==> src/hdl/assert_macros.svh <==
// Assertion macros shared by the RTL.
// No dependencies.
`ifndef ASSERT_MACROS_SVH
`define ASSERT_MACROS_SVH
// Implication checked on every rising clock edge outside reset.
`define ASSERT_IMPL(label, clk, rst_n, pre, post) \
  label: assert property (@(posedge clk) disable iff (!rst_n) (pre) |-> (post)) \
    else $error("assertion failed");
// Next-cycle implication.
`define ASSERT_NEXT(label, clk, rst_n, pre, post) \
  label: assert property (@(posedge clk) disable iff (!rst_n) (pre) |=> (post)) \
    else $error("assertion failed");
`endif

==> src/hdl/rgbac_pkg.sv <==
// Types and constants for the RGBA convolution core.
// No dependencies.
`timescale 1ns / 1ps
package rgbac_pkg;
  // store geometry; field widths below are sized for these
  localparam int MAX_KERNEL_SIDE = 16;
  localparam int MAX_IMAGE_SIDE  = 256;
  // coefficient and divisor share this scale, so it cancels in the divide
  localparam int COEFF_FRAC_BITS = 8;

  typedef enum logic [1:0] {
    ACT_COEFF = 2'd0,
    ACT_PIXEL = 2'd1,
    ACT_REQ   = 2'd2,
    ACT_NONE  = 2'd3
  } action_e;

  localparam logic [2:0] REG_KW   = 3'd0;
  localparam logic [2:0] REG_KH   = 3'd1;
  localparam logic [2:0] REG_IW   = 3'd2;
  localparam logic [2:0] REG_IH   = 3'd3;
  localparam logic [2:0] REG_EXT  = 3'd4;
  localparam logic [2:0] REG_NORM = 3'd5;

  typedef struct packed {
    logic [1:0]  action;
    logic [3:0]  tap_column;
    logic [3:0]  tap_row;
    logic signed [15:0] coefficient;
    logic [7:0]  source_column;
    logic [7:0]  source_row;
    logic [31:0] source_pixel;
    logic [8:0]  target_column;
    logic [8:0]  target_row;
  } in_item_t;

  typedef struct packed {
    logic [8:0] out_column;
    logic [8:0] out_row;
    logic [7:0] channel_zero;
    logic [7:0] channel_one;
    logic [7:0] channel_two;
    logic [7:0] channel_three;
  } out_item_t;

  // accumulator: 8b pixel * 16b coeff * 256 taps needs 32 bits signed; AccW gives 34
  localparam int AccW = 34;
  typedef logic signed [AccW-1:0] acc_t;

  typedef struct packed {
    logic start;
    logic dividend_neg;
    logic [AccW-1:0] dividend_mag;
    logic [AccW-1:0] divisor_mag;
  } div_req_t;
endpackage

==> src/hdl/rgbac_div.sv <==
// Sequential restoring divider, one quotient bit per cycle, saturated to 8 bits.
// Depends on rgbac_pkg.
`timescale 1ns / 1ps
module rgbac_div import rgbac_pkg::*; (
  input  logic       clk_i,
  input  logic       rst_ni,
  input  div_req_t   req_i,
  output logic       done_o,
  output logic [7:0] q_o
);
  localparam int CntW = $clog2(AccW + 1);
  logic [AccW-1:0] rem_q, rem_d, quo_q, quo_d, dsr_q;
  logic [CntW-1:0] cnt_q;
  logic            run_q, ovf_q;
  logic [AccW:0]   trial;
  logic [AccW-1:0] shifted;

  always_comb begin
    shifted = {rem_q[AccW-2:0], quo_q[AccW-1]};
    trial   = {1'b0, shifted} - {1'b0, dsr_q};
    quo_d   = {quo_q[AccW-2:0], ~trial[AccW]};
    rem_d   = trial[AccW] ? shifted : trial[AccW-1:0];
  end

  always_ff @(posedge clk_i or negedge rst_ni) begin
    if (!rst_ni) begin
      run_q  <= 1'b0;
      done_o <= 1'b0;
      cnt_q  <= '0;
    end else begin
      done_o <= 1'b0;
      if (req_i.start) begin
        rem_q <= '0;
        quo_q <= req_i.dividend_mag;
        dsr_q <= req_i.divisor_mag;
        ovf_q <= req_i.dividend_neg;
        cnt_q <= CntW'(AccW);
        run_q <= 1'b1;
      end else if (run_q) begin
        rem_q <= rem_d;
        quo_q <= quo_d;
        cnt_q <= cnt_q - 1'b1;
        if (cnt_q == CntW'(1)) begin
          run_q  <= 1'b0;
          done_o <= 1'b1;
        end
      end
    end
  end

  always_comb begin
    if (dsr_q == '0) q_o = 8'hFF;
    else if (ovf_q) q_o = 8'h00;
    else if (quo_q[AccW-1:8] != '0) q_o = 8'hFF;
    else q_o = quo_q[7:0];
  end
endmodule

==> config.mk <==
export PLATFORM = sky130hd
export DESIGN_NAME = rgbac_div
export DESIGN_NICKNAME = d
export VERILOG_FILES = /design/src/hdl/assert_macros.svh /design/src/hdl/rgbac_pkg.sv /design/src/hdl/rgbac_div.sv
export SDC_FILE = /design/constraint.sdc
export NUM_CORES = 1
export LEC_CHECK = 0
export ABC_CLOCK_PERIOD_IN_PS = 3400
export BUFFER_PORTS_ARGS = -buffer_cell sky130_fd_sc_hd__buf_4
export CORE_MARGIN = 2
export CORE_UTILIZATION = 50
export DETAILED_ROUTE_END_ITERATION = 16
export PLACE_DENSITY_LB_ADDON = 0.2
export SYNTH_ARGS = -nofsm -noshare
export SYNTH_HDL_FRONTEND = slang
export SYNTH_SLANG_ARGS = --single-unit
==> constraint.sdc <==
create_clock -name clk_i -period 3.4 [get_ports clk_i]
set_input_delay 0.51 -clock clk_i [delete_from_list [all_inputs] [get_ports clk_i]]
set_output_delay 0.51 -clock clk_i [all_outputs]
set_load 0.03 [all_outputs]
==> flow_summary.ini <==
[status]
status = completed

[worst_setup_path]
slowest_delay_ps = 510
cp_max_fo = 4
crit_path_end_kind = flip-flop
cp_common_cell = o41ai_2
crit_slowest_cell = o41ai_2
required_ps = 3570
worstSetupPathType = flip-flop to flip-flop
worstSetupStartpointType = flip-flop
crit_arrival_ps = 3370
crit_chain = ha_1, nor2b_1, o211a_1, o22ai_2, o41ai_2, a31oi_2, and4bb_2, o41ai_2, mux2i_1, a311oi_1

[synthesis]
synth_edf_count = 102
synthArstFlopShare_pct = 7.27
ys_seq_elements = 110
synth_cell_types = 59
synthesis.nets = 750
synthFlopType = edfxtp_1
yosysWarnings = 0
syn_area_per_cell_sq_um = 10.5
ys_seq_area_share_pct = 48.6
netlist_instances = 641
synth_area_sq_um = 6720

[global_route]
overflow = 0
grt_pass1_vias = 5041
antenna_found_initial = 0
grt_pass1_wl_mm = 24.9
grt_max_degree = 43
track_usage_pct = 21.8

[floorplanning]
core_area_sq_um = 13200
start_util_pct = 50.9
io_pins = 81
dieArea_sq_um = 14400
fp.dieW_um = 120
rows = 42
die_h_um = 120

[finish]
n_fill_cell = 1146
n_antenna_cell = 0
layout_commonest_cell = edfxtp_1
multi_input_area_sq_um = 3160
drive_above_1_share_pct = 22.4
area.sequential_sq_um = 3260
final_cell_mix = 102 x edfxtp_1, 87 x buf_4, 82 x nand2_1, 55 x nor2_1, 46 x inv_1
layout.nets = 822
syn2layout_area_growth_pct = 16.0

[cts]
cts_setup_buffers = 0
clkSlewWorstSetupHoldPaths_ps = 80
cts_made_buffers = 9
clk_latency_ps = 360
cts_max_path_buffers = 2
cts-root-buf = clkbuf_16
cts_num_sinks = 110
tritoncts = done
h-tree-depth = 3

[timing]
drv_slew = 0
setup_violations = 0
period_needed_ps = 3200
final.setup.tns_ps = 0
max_slew_margin_pct = 53.8
hold_viol = 0
rsz0062_at_grt = no
tightest_slew_ps = 693
timing.hold.ws_ps = 10.3
fmax_mhz = 313
period_share_pct = 94.1
skew_ps = 8.38

[pwr]
powerDensity_nw_per_um2 = 497
p_leak_uw = 0.00314
fin_total_pwr_uw = 3870
ir_drop_uv = 261

[place]
dpl.hpwl_mm = 10.8
gp_congestion = 0.872
port_buffers = 80

[detailed_routing]
wl_per_cell_um = 17.1
num_vias = 5169
ant_nets = 0
viasPerCell = 5.78
first_iter_violations = 416
drcViolationCount = 0
wl_mm = 15.2
drt_pass1_iterations = 5

[run]
cap_violations = 0

[min_path]
hold_class = input port to async pin
==> per-stage QoR <==
stage / worst slack, ps / std cells / utilization, % / cell area, sq um
after global routing: 3.35 / 894 / 59.1 / 7790
final: 202 / 894 / 59.1 / 7790
after detailed placement: 150 / 877 / 56.6 / 7470
after floorplan: 553 / 641 / - / 6720
after global placement: 236 / 877 / 56.6 / 7470
after CTS: 122 / 893 / 58.9 / 7770
==> Yosys cell counts (3+ instances only) <==
master	instances	share of area [%]
nor2_1	55	3.1
and3_1	3	0.28
o21ai_1	4	0.30
a21oi_1	43	3.2
o21bai_1	6	0.67
buf_6	3	0.50
dfrtp_1	8	3.0
a311oi_1	20	2.6
xor2_1	12	1.6
nor2b_1	3	0.28
xnor2_1	20	2.6
and2_1	3	0.28
clkbuf_1	15	0.84
a31oi_1	5	0.47
o21ai_0	35	2.6
edfxtp_1	102	46
nand2_1	82	4.6
buf_4	3	0.34
a311oi_2	4	0.89
ha_1	36	6.7
a21o_1	11	1.2
mux2_2	34	5.7
buf_2	5	0.37
o211ai_1	6	0.67
nand3_1	6	0.45
or3_1	4	0.37
nand4_1	10	0.93
inv_1	46	2.6
nor4_1	16	1.5
==> worst paths after layout <==
| check | slack [ps] | startpoint | cells past startpoint | end |
|---|---|---|---|---|
| hold / removal | 10 | rst_ni | 1 | done_o |
| min in group clk_i | 320 | req_i[7] | 1 | dsr_q[7] |
| setup / recovery | 200 | rem_q[0] | 10 | rem_q[31] |
| setup reg to reg | 200 | rem_q[0] | 10 | rem_q[31] |
| hold reg to reg | 520 | cnt_q[1] | 2 | cnt_q[1] |
| max in group asynchronous | 3180 | rst_ni | 1 | run_q |
==> per-layer routing <==
layer  vias up  track usage [%]  routed length, um
met5         -                0                  0
met4         0             7.72                251
met3        15             4.28               1030
met2       153             34.9               7180
met1      2487             29.6               6780
li1       2514                -                  -
==> cells by family after synthesis <==
kind of cell | synth area share (%)
flops | 48.6
xor+xnor | 4.17
simple gates | 13.1
fa+ha+maj | 7.00
mux | 5.85
compound gates | 16.6
buf+inv | 4.73
==> worst max-delay path, delay by kind of cell (launching register included) <==
family	cells	cell delay, ps
compound gates	6	1470
simple gates	2	590
fa+ha+maj	1	320
flops	1	470
mux	1	150
==> what timing repair did <==
action | CTS | global route
setup endpoints to repair | 0 | 25
gates resized for setup | 0 | 3
hold buffers | 0 | 0
endpoints found under the hold margin | 0 | 0
==> power breakdown <==
part	switching, uW	internal (uW)
registers	92.8	1640
logic	602	466
clock network	554	522
total	1250	2620
==> state kept, by name, summed over array words and instances (netlist names) <==
| name | cells |
|---|---|
| cnt_q | 6 |
| rem_q | 33 |
| quo_q | 34 |
| done_o | 1 |
| ovf_q | 1 |
| run_q | 1 |
| dsr_q | 34 |
==> final cells by class <==
| type | instances | share of cell area, % |
|---|---|---|
| sequential | 110 | 41.9 |
| tap | 176 | 2.83 |
| multi-input combinational | 458 | 40.6 |
| timing repair buffer | 88 | 8.64 |
| clock buffer | 9 | 2.89 |
| inverter | 46 | 2.22 |
| clock inverter | 7 | 0.931 |
(Power assumes the default switching activity.)
